===== config.mk =====
export PLATFORM = sky130hd
export DESIGN_NAME = rvc_ram
export DESIGN_NICKNAME = d
export VERILOG_FILES = /design/src/rvc_ram.sv
export SDC_FILE = /design/constraint.sdc
export NUM_CORES = 2
export LEC_CHECK = 0
export BUFFER_PORTS_ARGS = -buffer_cell sky130_fd_sc_hd__buf_2
export CAP_MARGIN = 15
export CORE_UTILIZATION = 63
export CTS_BUF_LIST = sky130_fd_sc_hd__clkbuf_2
export CTS_CLUSTER_SIZE = 8
export DETAILED_ROUTE_END_ITERATION = 7
export PLACE_DENSITY = 0.79
export SLEW_MARGIN = 10
export SYNTH_ARGS = -nofsm -noshare
export SYNTH_HDL_FRONTEND = slang
export SYNTH_SLANG_ARGS = --single-unit

===== constraint.sdc =====
create_clock -name clk_i -period 8 [get_ports clk_i]
set_input_delay 2.4 -clock clk_i [delete_from_list [all_inputs] [get_ports clk_i]]
set_output_delay 2.4 -clock clk_i [all_outputs]
set_load 0.01 [all_outputs]

===== src/rvc_ram.sv =====
// rvc_ram.sv: generic single-write, single-read RAM with a registered read port.
// Stand-alone; width and depth come from its parameters.
module rvc_ram #(
  parameter int Width = 8,
  parameter int Depth = 256
) (
  input  logic                     clk_i,
  input  logic                     we_i,
  input  logic [$clog2(Depth)-1:0] waddr_i,
  input  logic [Width-1:0]         wdata_i,
  input  logic [$clog2(Depth)-1:0] raddr_i,
  output logic [Width-1:0]         rdata_o
);

  logic [Width-1:0] mem_q [Depth];
  logic [Width-1:0] rdata_q;

  always_ff @(posedge clk_i) begin
    if (we_i) begin
      mem_q[waddr_i] <= wdata_i;
    end
    rdata_q <= mem_q[raddr_i];
  end

  assign rdata_o = rdata_q;

endmodule


==> summary.md <==
| Metric | Value |
|---|---|
| Status | `finished, final reports clean` |
| Count of input and output buffers | `33` |
| Syn Inst Count | `between 3000 and 4000` |
| Synth Flop Type | `edfxtp_1` |
| Pwr/cell area | `about 230 mW/mm^2` |
| Cell Rows | `between 100 and 150` |
| Post-DP Area | `0.0815 sq mm` |
| CP cell instances | `buf_2` |
| Initial antenna violation count | `9` |
| Height of the die | `about 360 um` |
| Sequential fraction of the synthesis area | `between 70 and 80%` |
| Final setup margin | `3.16 ns` |
| Slew @ Worst Pin | `between 1 and 1.5 ns` |
| 1st-iter DRT viols | `approximately 6000` |
| Synth Cell Area | `0.0796 sq mm` |
| Final hold slack | `approximately 1.0 ns` |
| Post-DRT Antenna Nets | `0` |
| CP max stage delay | `between 0.4 and 0.5 ns` |
| Hold Crit Class | `register to register` |
| Global route total overflow | `0` |
| Setup Viol. Count Final | `0` |
| Setup WS pre-CTS | `approximately 1.7 ns` |
| Root Driver | `clkbuf_2` |
| Yosys reg bits | `around 2000` |
| Initial DRT Pass Iterations | `6` |
| Met1 Wirelength | `66600 um` |
| Final HPWL DP | `between 100000 and 150000 um` |
| Crit start category | `register` |
| Die width | `357 um` |
| Yosys cell types | `55` |
| Largest net degree at the start of global routing | `197` |
| Die area | `between 0.1 and 0.15 sq mm` |
| Skew final | `approximately 0.14 ns` |
| CP required | `around 5.6 ns` |
| CTS tree | `yes` |
| Initial core utilization | `a little under two thirds` |
| Final design area excluding fillers | `between 0.08 and 0.09 sq mm` |
| Final hold violation count | `0` |
| Synth warn | `0` |
| Global-route wire length before repair | `about 270000 um` |
| CP Max Fanout | `1` |
| GRT Overall Usage | `a little under a third` |
| Synthesized area per cell | `around 21 sq um` |
| Rel. slew slack | `a little over a tenth` |
| Ratio of cells with drive above 1 in the final layout | `between 30% and 40%` |
| Setup CP Type | `register to primary output` |
| RSZ-0062 raised after global routing | `no` |
| Sum Neg Setup Slack | `0 ns` |
| Core area | `around 0.13 sq mm` |
| DRC viols | `0` |
| Post-Route WL | `around 190000 um` |
| Nets@finish | `4142` |
| H-Tree Depth | `5` |
| Clock slew at reported path FFs | `~0.11 ns` |
| CTS buffer count | `roughly 470` |
| Period utilization | `between 60% and 70%` |
| Arr. time, crit path | `roughly 2.4 ns` |
| Async SR Flop Fraction | `0%` |
| WL/cell | `30.7 um` |
| Top-level I/O count | `34` |
| Buffer and inverter count on the worst path | `1` |
| Leak Pwr | `~27 nW` |
| CP endpoint kind | `primary output` |
| Via density | `between 6 and 7` |
| Uppermost layer routed | `met5` |
| Clock tree buffer depth | `4` |
| Post-CTS sizing | `0` |
| Worst skew pair latency | `~1.9 ns` |
| Fmax | `0.207 GHz` |
| Post-CTS setup buffers | `0` |
| Slowest stage cell on the critical path | `dfxtp_1` |
| Total Power | `0.0193 W` |
| Maximum vdd ir drop | `around 0.19 mV` |
| Delay-heaviest family, CP | `flip-flops` |
| Cts hold-fix bufs | `0` |
| Post-Syn Nets | `3759` |
| Met3 routed WL | `about 25000 um` |
| Max Cap Viol | `0` |
| Tmin final | `slightly below 5 ns` |
| Final Max Slew Viols | `0` |
| Sink Count | `~2100` |
| Vias in the first global route | `a little over 40000` |
| Vias | `41100` |
| Met2 WL | `a little under 90000 um` |
| P&R area growth vs syn | `7.54%` |
| Routability congestion estimate | `about 0.93` |
| Post-synth EDFFs | `2048` |
[where the power goes]
part	internal, W	leakage, nW	switching, W	total (W)
registers	0.0119	18.5	0.0000224	0.0119
logic	0.000354	5.54	0.000698	0.00105
clock network	0.00240	3.18	0.00392	0.00632
[flip-flops by register name (all words and copies together) (netlist names)]
register	flops
mem_q	2048
rdata_o	8
[layout by cell type (no fill, tap or decap), drive strengths merged, types with 34 or more instances in the layout]
| cell | instances |
|---|---|
| clkbuf | 714 |
| nand3 | 34 |
| mux4 | 456 |
| buf | 134 |
| clkinv | 114 |
| a22oi | 133 |
| o221ai | 47 |
| mux2i | 134 |
| a21oi | 96 |
| nor2 | 282 |
| edfxtp | 2048 |
[final cells by class]
class	count	area (sq um)
tap	1650	2060
clock buffer	706	3530
multi-input combinational	1442	16500
sequential	2056	61700
inverter	2	7.51
clock inverter	119	532
timing repair buffer	142	1210
antenna	10	25.0
fill	7690	39900
[final timing paths]
path / startpoint / depth (start not counted) / endpoint / slack, ns
hold / removal: mem_q[98][7] / 5 / rdata_o[7] / 1.05
setup reg to reg: mem_q[83][1] / 5 / rdata_o[1] / 5.07
hold reg to reg: mem_q[98][7] / 5 / rdata_o[7] / 1.05
setup / recovery: rdata_o[5] / 1 / rdata_o[5] / 3.16
[cell usage after synthesis, types with 3 or more instances]
cell	number	area [sq um]
a21oi_1	96	480
buf_12	8	160
o21ai_0	10	50.1
dfxtp_1	8	160
buf_1	22	82.6
o22ai_1	28	175
o211ai_1	10	75.1
nand3_1	34	170
nand2_1	33	124
clkbuf_1	111	417
mux2i_1	134	1340
or2_2	4	25.0
nand2b_1	8	50.1
nor2_1	282	1060
buf_2	31	155
buf_8	13	195
mux4_2	454	10200
a221oi_1	13	114
o221ai_1	46	403
buf_4	27	203
buf_6	21	236
a22oi_1	133	998
a22o_1	8	70.1
o22a_1	5	43.8
nand4_1	10	62.6
edfxtp_1	2048	61500
nor4_1	24	150
a211oi_1	16	120
nor4_2	3	37.5
and2_1	6	37.5
nor2b_1	31	194
nor3_1	22	110
o32ai_1	4	35.0
[per-stage QoR]
stage	instances	utilization, %
final	6127	68.2
after global routing	6123	68.2
after CTS	6116	68.2
after detailed placement	5291	65.0
after global placement	5286	64.9
after floorplan	3733	-
[worst register-to-register path, cell delays in order (launching register included)]
cell and delay (ns):
edfxtp_1 0.38, mux4_2 0.51, mux4_2 0.50, nor2b_1 0.18, nor4_1 0.93, nor4_1 0.15
[kinds of logic after synthesis]
family,share of synthesized area (%)
multiplexers,14.6
AO/OA/AOI/OAI,3.42
AND/OR/NAND/NOR,2.63
buffers and inverters,1.83
flip-flops,77.5
[per-layer routing]
layer  global-route usage, %  vias to the layer above
li1                        -                    16800
met1                    41.6                    20800
met2                    45.5                     2961
met3                    8.55                      478
met4                    12.8                        8
met5                       0                        -
(Power assumes the default switching activity.)
