`src/rvc_pkg.sv`:
```
// rvc_pkg.sv: types, constants and helpers shared by the rv64im_subset_core files.
// Depends on nothing.
package rvc_pkg;

  localparam int MemBytes = 65536;
  localparam int MemAw    = $clog2(MemBytes);
  localparam int NumRegs  = 32;

  localparam logic [1:0] ReqLoadByte = 2'd0;
  localparam logic [1:0] ReqStart    = 2'd1;
  localparam logic [1:0] ReqExec     = 2'd2;

  localparam logic [1:0] CfgStartPc = 2'd0;
  localparam logic [1:0] CfgEndPc   = 2'd1;
  localparam logic [1:0] CfgGpInit  = 2'd2;
  localparam logic [1:0] CfgSpInit  = 2'd3;

  localparam logic [4:0]  RegZero = 5'd0;
  localparam logic [4:0]  RegSp   = 5'd2;
  localparam logic [4:0]  RegGp   = 5'd3;
  localparam logic [63:0] SpReset = 64'd32768;

  localparam logic [6:0] OpLoad   = 7'h03;
  localparam logic [6:0] OpImm    = 7'h13;
  localparam logic [6:0] OpAuipc  = 7'h17;
  localparam logic [6:0] OpImmW   = 7'h1B;
  localparam logic [6:0] OpStore  = 7'h23;
  localparam logic [6:0] OpReg    = 7'h33;
  localparam logic [6:0] OpLui    = 7'h37;
  localparam logic [6:0] OpRegW   = 7'h3B;
  localparam logic [6:0] OpBranch = 7'h63;
  localparam logic [6:0] OpJalr   = 7'h67;
  localparam logic [6:0] OpJal    = 7'h6F;
  localparam logic [6:0] OpSystem = 7'h73;
  localparam logic [31:0] InstEcall = 32'h0000_0073;

  typedef enum logic [2:0] {
    MdMul, MdMulh, MdMulw, MdDiv, MdRem, MdDivw
  } md_op_e;

  typedef struct packed {
    logic [1:0]  req_type;
    logic [31:0] load_addr;
    logic [7:0]  load_byte;
  } req_t;

  typedef struct packed {
    logic [31:0] pc_after;
    logic        halted;
    logic        reg_written;
    logic [4:0]  dest_index;
    logic [63:0] dest_value;
    logic        store_done;
    logic [31:0] access_addr;
    logic        unknown_inst;
  } rsp_t;

  typedef struct packed {
    logic        start;
    md_op_e      op;
    logic [63:0] a;
    logic [63:0] b;
  } md_req_t;

  typedef struct packed {
    logic        done;
    logic [63:0] result;
  } md_rsp_t;

  function automatic logic [63:0] sext32(input logic [31:0] v);
    return {{32{v[31]}}, v};
  endfunction

endpackage

```
`src/rvc_muldiv.sv`:
```
// rvc_muldiv.sv: iterative 64-bit multiply and divide unit, one bit per cycle.
// Depends on rvc_pkg for the request and response types.
module rvc_muldiv (
  input  logic            clk_i,
  input  logic            rst_ni,
  input  rvc_pkg::md_req_t req_i,
  output rvc_pkg::md_rsp_t rsp_o
);
  import rvc_pkg::*;

  typedef enum logic [1:0] {MdIdle, MdRun, MdFix} md_state_e;

  md_state_e   state_q, state_d;
  logic [5:0]  cnt_q, cnt_d;
  logic        done_q, done_d;
  md_op_e      op_q;
  logic [63:0] opa_q, opb_q, mag_q, lo_q, res_q;
  logic [64:0] hi_q;
  logic        an_q, bn_q;

  logic        is_div;
  logic [63:0] da, db;
  logic [64:0] msum, rshift, rdiff;
  logic [63:0] q_signed, r_signed, fix_res;

  assign is_div = (req_i.op == MdDiv) || (req_i.op == MdRem) || (req_i.op == MdDivw);
  assign da = (req_i.op == MdDivw) ? sext32(req_i.a[31:0]) : req_i.a;
  assign db = (req_i.op == MdDivw) ? sext32(req_i.b[31:0]) : req_i.b;

  // Multiply step adds the multiplicand when the low bit is set; divide step
  // tries to subtract the divisor magnitude from the shifted partial remainder.
  assign msum   = {1'b0, hi_q[63:0]} + (lo_q[0] ? {1'b0, opa_q} : 65'd0);
  assign rshift = {hi_q[63:0], lo_q[63]};
  assign rdiff  = rshift - {1'b0, mag_q};

  assign q_signed = (an_q != bn_q) ? (64'd0 - lo_q) : lo_q;
  assign r_signed = an_q ? (64'd0 - hi_q[63:0]) : hi_q[63:0];

  always_comb begin
    case (op_q)
      MdMul:   fix_res = lo_q;
      MdMulw:  fix_res = sext32(lo_q[31:0]);
      MdMulh:  fix_res = hi_q[63:0] - (an_q ? opb_q : 64'd0) - (bn_q ? opa_q : 64'd0);
      MdDiv:   fix_res = (opb_q == 64'd0) ? '1 : q_signed;
      MdDivw:  fix_res = (opb_q == 64'd0) ? '1 : sext32(q_signed[31:0]);
      MdRem:   fix_res = (opb_q == 64'd0) ? opa_q : r_signed;
      default: fix_res = '0;
    endcase
  end

  always_comb begin
    state_d = state_q;
    cnt_d   = cnt_q;
    done_d  = 1'b0;
    case (state_q)
      MdIdle: begin
        if (req_i.start) begin
          state_d = MdRun;
          cnt_d   = '0;
        end
      end
      MdRun: begin
        cnt_d = cnt_q + 6'd1;
        if (cnt_q == 6'd63) begin
          state_d = MdFix;
        end
      end
      MdFix: begin
        done_d  = 1'b1;
        state_d = MdIdle;
      end
      default: state_d = MdIdle;
    endcase
  end

  always_ff @(posedge clk_i or negedge rst_ni) begin
    if (!rst_ni) begin
      state_q <= MdIdle;
      cnt_q   <= '0;
      done_q  <= 1'b0;
    end else begin
      state_q <= state_d;
      cnt_q   <= cnt_d;
      done_q  <= done_d;
    end
  end

  always_ff @(posedge clk_i) begin
    case (state_q)
      MdIdle: begin
        if (req_i.start) begin
          op_q  <= req_i.op;
          opa_q <= da;
          opb_q <= db;
          an_q  <= da[63];
          bn_q  <= db[63];
          mag_q <= db[63] ? (64'd0 - db) : db;
          hi_q  <= '0;
          lo_q  <= is_div ? (da[63] ? (64'd0 - da) : da) : req_i.b;
        end
      end
      MdRun: begin
        if ((op_q == MdDiv) || (op_q == MdRem) || (op_q == MdDivw)) begin
          if (!rdiff[64]) begin
            hi_q <= rdiff;
          end else begin
            hi_q <= rshift;
          end
          lo_q <= {lo_q[62:0], ~rdiff[64]};
        end else begin
          hi_q <= {1'b0, msum[64:1]};
          lo_q <= {msum[0], lo_q[63:1]};
        end
      end
      MdFix: res_q <= fix_res;
      default: ;
    endcase
  end

  assign rsp_o.done   = done_q;
  assign rsp_o.result = res_q;

endmodule

```
`config.mk`:
```
export PLATFORM = sky130hd
export DESIGN_NAME = rvc_muldiv
export DESIGN_NICKNAME = d
export VERILOG_FILES = /design/src/rvc_pkg.sv /design/src/rvc_muldiv.sv
export SDC_FILE = /design/constraint.sdc
export NUM_CORES = 2
export LEC_CHECK = 0
export BUFFER_PORTS_ARGS = -buffer_cell sky130_fd_sc_hd__clkbuf_2
export CAP_MARGIN = 15
export CORE_ASPECT_RATIO = 1.25
export CORE_MARGIN = 5
export CORE_UTILIZATION = 30
export CTS_CLUSTER_DIAMETER = 40
export DETAILED_ROUTE_END_ITERATION = 16
export HOLD_SLACK_MARGIN = 0.05
export SLEW_MARGIN = 40
export SYNTH_ARGS = -nofsm -noshare
export SYNTH_HDL_FRONTEND = slang
export SYNTH_SLANG_ARGS = --single-unit
```
`constraint.sdc`:
```
create_clock -name clk_i -period 52.2 [get_ports clk_i]
set_input_delay 7.83 -clock clk_i [delete_from_list [all_inputs] [get_ports clk_i]]
set_output_delay 7.83 -clock clk_i [all_outputs]
set_load 0.05 [all_outputs]
```
==> results.txt <==
Placer's final routability congestion estimate: 0.986. The tree is rooted in a sky130_fd_sc_hd__clkbuf_16. Of the total power, registers draw 21.2%. For the setup TNS, the log shows 0 ns. The pre-antenna-repair detailed-routing pass consisted of 6 iterations.

The tightest min-delay check is of the register to register type. Averaged over all synthesized cells, the footprint is 8.05 um2. For the share of synthesized area occupied by flip-flops and latches, the log shows 30.5%. After synthesis the netlist holds a flip-flop and latch count of 395. The clock transition time at the flip-flop clock pins of the worst setup and hold paths was 0.06 ns; the number of enable-type register cells in the synthesized netlist was 386.

The logs give 147 for the row count and 0 for the number of setup violations in the final report. For the pin with the worst max-slew slack, the measured transition is 0.867 ns. In this run the power density over the cells is 67.1 nW/um2. In the synthesized netlist, the number of instances is 4,816. The number of distinct library cells after synthesis was 86. Max-capacitance violation count: 0. The run gives 36,900 as the via count of the first global-routing pass. The proportion of layout cells with a drive suffix above 1 works out to 10.1%. Entering global routing, the biggest net connects 150 pins.

The first-pass GRT wire length was 253,000 um; the initial antenna violation count was 39. The number of placed instances, taps included is 6,508, and the post-layout instance area is 44,600 um2. The leakage dissipation is 17.7 nW, and the clock latency on the worst-skew pair is 0.71 ns. The area added between synthesis and finish works out to 15.1%.

The run finished with clean final reports. The switching share of total power was 50.1%; the via density per instance was 5.80. The share of total power dissipated in the clock network is 18.8%. Cell internal power was estimated by the tool at 1.49 mW.

Across the VDD grid, the largest voltage drop is 39.0 uV. The combinational cell fraction of total power came out at 60.0%. During I/O placement, the number of pins put on the boundary was 199. The placed instances occupy a cell area of 41,500 um2. For the final cell count without fillers, the log shows 6,692.

TritonCTS built the clock tree. In this run the power spent charging and discharging nets is 1.50 mW. Once the floorplan was initialized, standard cells occupied 30.2% of the core. The number of setup buffers added after CTS is 0.

The biggest fanout along the worst timing path is 6, and the final global-route overflow total is 0. The sink count of the clock tree is 395. The run gives 0 as the number of hold violations in the final report. The total core area is 128,000 um2, and the total global-route track usage is 24.9%. Dividing the detail-routed wire length by the instance count gives 26.7 um. The worst setup path is captured at a register.

In the final design database the tool counted 5,279 nets. Counting flops with an async set or reset pin after synthesis yields a share of 2.28%. The clock tree synthesis step divided the H-tree into 3 levels.

The die covers 137,000 um2. The reg-to-reg setup timing slack is 45.91 ns. For the peak clock frequency supported by timing, the log shows 0.0877 GHz.

For the final database, setup skew stands at 0.0610 ns. Buffers placed on the I/O ports in this run total 198. For this block, the initial DRC count from the detailed router was 3,999.

The number of gates resized after CTS was 0. The die boundary width came out at 332 um. Final count of pins violating max slew: 0. For the arrival time of data at the critical path endpoint, the log shows 11.81 ns. Setup repair after global routing left no endpoint under its margin. For the worst setup path, the data required time is 52.61 ns.

The longest clock path from root to sink contains 3 buffers. STA classifies the critical path startpoint as an input pin. From bottom edge to top edge, the die measures 412 um.

For the net count after synthesis, the log shows 5,213. Counting I/O delays and the setup requirement, the final critical path takes 11.40 ns. Counting the buffers created by CTS gives 82.

In the routed design, unresolved DRC markers number 0. The logs give 0 for the number of nets with antenna violations after detailed routing and 179,000 um for the total wirelength of the detailed-routed design. In this run the tightest slew margin relative to its limit is 42.0%. For this run, the number of Yosys warnings is 0. The critical path is of the input pin to register type.

The most used flip-flop cell after synthesis is sky130_fd_sc_hd__edfxtp_1. The final route contains 38,800 vias. The final worst-path cycle share came out at 21.8%. The wire-length estimate of the detail-placed layout is 141,000 um. In this run the cell area of the synthesized design comes to 38,800 um2. Hold buffer count at cts: 0. The run gives 0.495 ns as the worst hold slack.
## metal layers
layer | vias to the layer above | part of all wire (%) | track usage [%]
li1 | 17600 | - | -
met1 | 18800 | 37 | 28.4
met2 | 1837 | 47 | 42.0
met3 | 509 | 6.7 | 3.62
met4 | 6 | 9.0 | 19.6
met5 | - | 0.026 | 0
## power groups by stage
stage / combinational, mW / clock [mW] / sequential, mW
finish: 1.80 / 0.564 / 0.634
global placement: 1.75 / 0 / 0.635
global route: 1.97 / 0.587 / 0.633
CTS: 1.78 / 0.573 / 0.631
floorplan: 1.27 / 0 / 0.559
detailed placement: 1.76 / 0 / 0.635
## metrics by stage
step	power, mW	setup slack, ns	utilization (%)
2_1_floorplan	1.83	25.34	-
3_3_place_gp	2.39	40.27	32.3
3_5_place_dp	2.40	40.24	32.3
4_1_cts	2.98	40.98	34.6
5_1_grt	3.19	40.68	34.7
6_report	2.99	40.80	34.8
## sequential cells by signal, indices dropped and copies added, names as in the netlist
signal   cells
op_q         3
lo_q        64
cnt_q        6
res_q       64
state_q      2
done_q       1
mag_q       63
opa_q       64
hi_q        64
opb_q       64
## critical path: stages
cell and delay, ns:
sky130_fd_sc_hd__clkbuf_2 0.12, sky130_fd_sc_hd__or4_1 0.60, sky130_fd_sc_hd__nor3_1 0.62, sky130_fd_sc_hd__nand4_1 0.62, sky130_fd_sc_hd__or3_1 0.56, sky130_fd_sc_hd__o31ai_1 0.25
sky130_fd_sc_hd__buf_4 0.18, sky130_fd_sc_hd__a21boi_0 0.32, sky130_fd_sc_hd__o21ai_0 0.27, sky130_fd_sc_hd__xnor2_1 0.19, sky130_fd_sc_hd__a21oi_1 0.08, sky130_fd_sc_hd__nor2_1 0.11
sky130_fd_sc_hd__a31oi_1 0.05
## Yosys cell counts, types with 18 or more instances
master	n	share of area, %
sky130_fd_sc_hd__a211oi_1	79	1.5
sky130_fd_sc_hd__a21o_1	115	2.2
sky130_fd_sc_hd__a21oi_1	414	5.3
sky130_fd_sc_hd__a221oi_1	31	0.70
sky130_fd_sc_hd__a311oi_1	29	0.66
sky130_fd_sc_hd__a31oi_1	95	1.5
sky130_fd_sc_hd__and2_1	197	3.2
sky130_fd_sc_hd__and3_1	23	0.37
sky130_fd_sc_hd__buf_1	18	0.17
sky130_fd_sc_hd__clkbuf_1	269	2.6
sky130_fd_sc_hd__edfxtp_1	386	30
sky130_fd_sc_hd__fa_1	65	3.4
sky130_fd_sc_hd__ha_1	198	6.4
sky130_fd_sc_hd__inv_1	349	3.4
sky130_fd_sc_hd__mux2i_1	22	0.57
sky130_fd_sc_hd__nand2_1	542	5.2
sky130_fd_sc_hd__nand2b_1	28	0.45
sky130_fd_sc_hd__nand3_1	88	1.1
sky130_fd_sc_hd__nand4_1	75	1.2
sky130_fd_sc_hd__nor2_1	392	3.8
sky130_fd_sc_hd__nor2b_1	29	0.47
sky130_fd_sc_hd__nor3_1	94	1.2
sky130_fd_sc_hd__nor4_1	48	0.77
sky130_fd_sc_hd__o211ai_1	49	0.95
sky130_fd_sc_hd__o21a_1	22	0.43
sky130_fd_sc_hd__o21ai_0	336	4.3
sky130_fd_sc_hd__o21bai_1	43	0.83
sky130_fd_sc_hd__o31ai_1	81	1.6
sky130_fd_sc_hd__o41ai_1	25	0.56
sky130_fd_sc_hd__or2_2	25	0.40
sky130_fd_sc_hd__or3_1	41	0.66
sky130_fd_sc_hd__or4_1	23	0.45
sky130_fd_sc_hd__xnor2_1	239	5.4
sky130_fd_sc_hd__xor2_1	116	2.6
## worst paths after layout
kind,start,end,cells after the start
max in group asynchronous,rst_ni,cnt_q[0],1
min,cnt_q[5],cnt_q[5],1
min in group asynchronous,rst_ni,cnt_q[2],1
max,req_i[84],lo_q[59],13
max reg2reg,opb_q[63],res_q[60],17
min reg2reg,cnt_q[5],cnt_q[5],1
## cell usage in the layout (no fill, tap or decap), types with 15 or more instances in the layout
master / count
sky130_fd_sc_hd__clkbuf_16: 84
sky130_fd_sc_hd__inv_1: 348
sky130_fd_sc_hd__and2_1: 197
sky130_fd_sc_hd__and3_1: 23
sky130_fd_sc_hd__o31ai_1: 81
sky130_fd_sc_hd__o21bai_1: 43
sky130_fd_sc_hd__edfxtp_1: 386
sky130_fd_sc_hd__buf_4: 69
sky130_fd_sc_hd__xor2_1: 114
sky130_fd_sc_hd__diode_2: 29
sky130_fd_sc_hd__o21a_1: 22
sky130_fd_sc_hd__a311oi_1: 29
sky130_fd_sc_hd__a31oi_1: 95
sky130_fd_sc_hd__nor2b_1: 27
sky130_fd_sc_hd__nor2_1: 389
sky130_fd_sc_hd__clkbuf_2: 198
sky130_fd_sc_hd__nor3_1: 92
sky130_fd_sc_hd__or3_1: 41
sky130_fd_sc_hd__o21ai_0: 334
sky130_fd_sc_hd__nand4_1: 75
sky130_fd_sc_hd__a221oi_1: 31
sky130_fd_sc_hd__nor4_1: 47
sky130_fd_sc_hd__xnor2_1: 237
sky130_fd_sc_hd__ha_1: 198
sky130_fd_sc_hd__a21o_1: 115
sky130_fd_sc_hd__o211ai_1: 49
sky130_fd_sc_hd__nand2_1: 540
sky130_fd_sc_hd__or4_1: 23
sky130_fd_sc_hd__a21boi_0: 15
sky130_fd_sc_hd__nand3_1: 88
sky130_fd_sc_hd__or2_2: 25
sky130_fd_sc_hd__o41ai_1: 24
sky130_fd_sc_hd__a211oi_1: 79
sky130_fd_sc_hd__nand2b_1: 26
sky130_fd_sc_hd__fa_1: 65
sky130_fd_sc_hd__o221ai_1: 15
sky130_fd_sc_hd__a21oi_1: 412
sky130_fd_sc_hd__mux2i_1: 21
## kinds of logic after synthesis
logic type / synth area share (%)
AO/OA/AOI/OAI: 24.4
multiplexers: 0.800
adder cells (fa/ha/maj): 9.75
XOR/XNOR: 8.02
buffers and inverters: 6.24
AND/OR/NAND/NOR: 20.3
flip-flops: 30.5
## final cells by class
type / instances / area (um2)
Multi-Input combinational cell: 3779 / 24700
Timing Repair Buffer: 274 / 1630
Tap cell: 1713 / 2140
Clock inverter: 64 / 828
Antenna cell: 29 / 72.6
Clock buffer: 88 / 2120
Inverter: 350 / 1320
Sequential cell: 395 / 11800
Fill cell: 13700 / 83800
No activity file was read; power rests on OpenSTA's default activity.
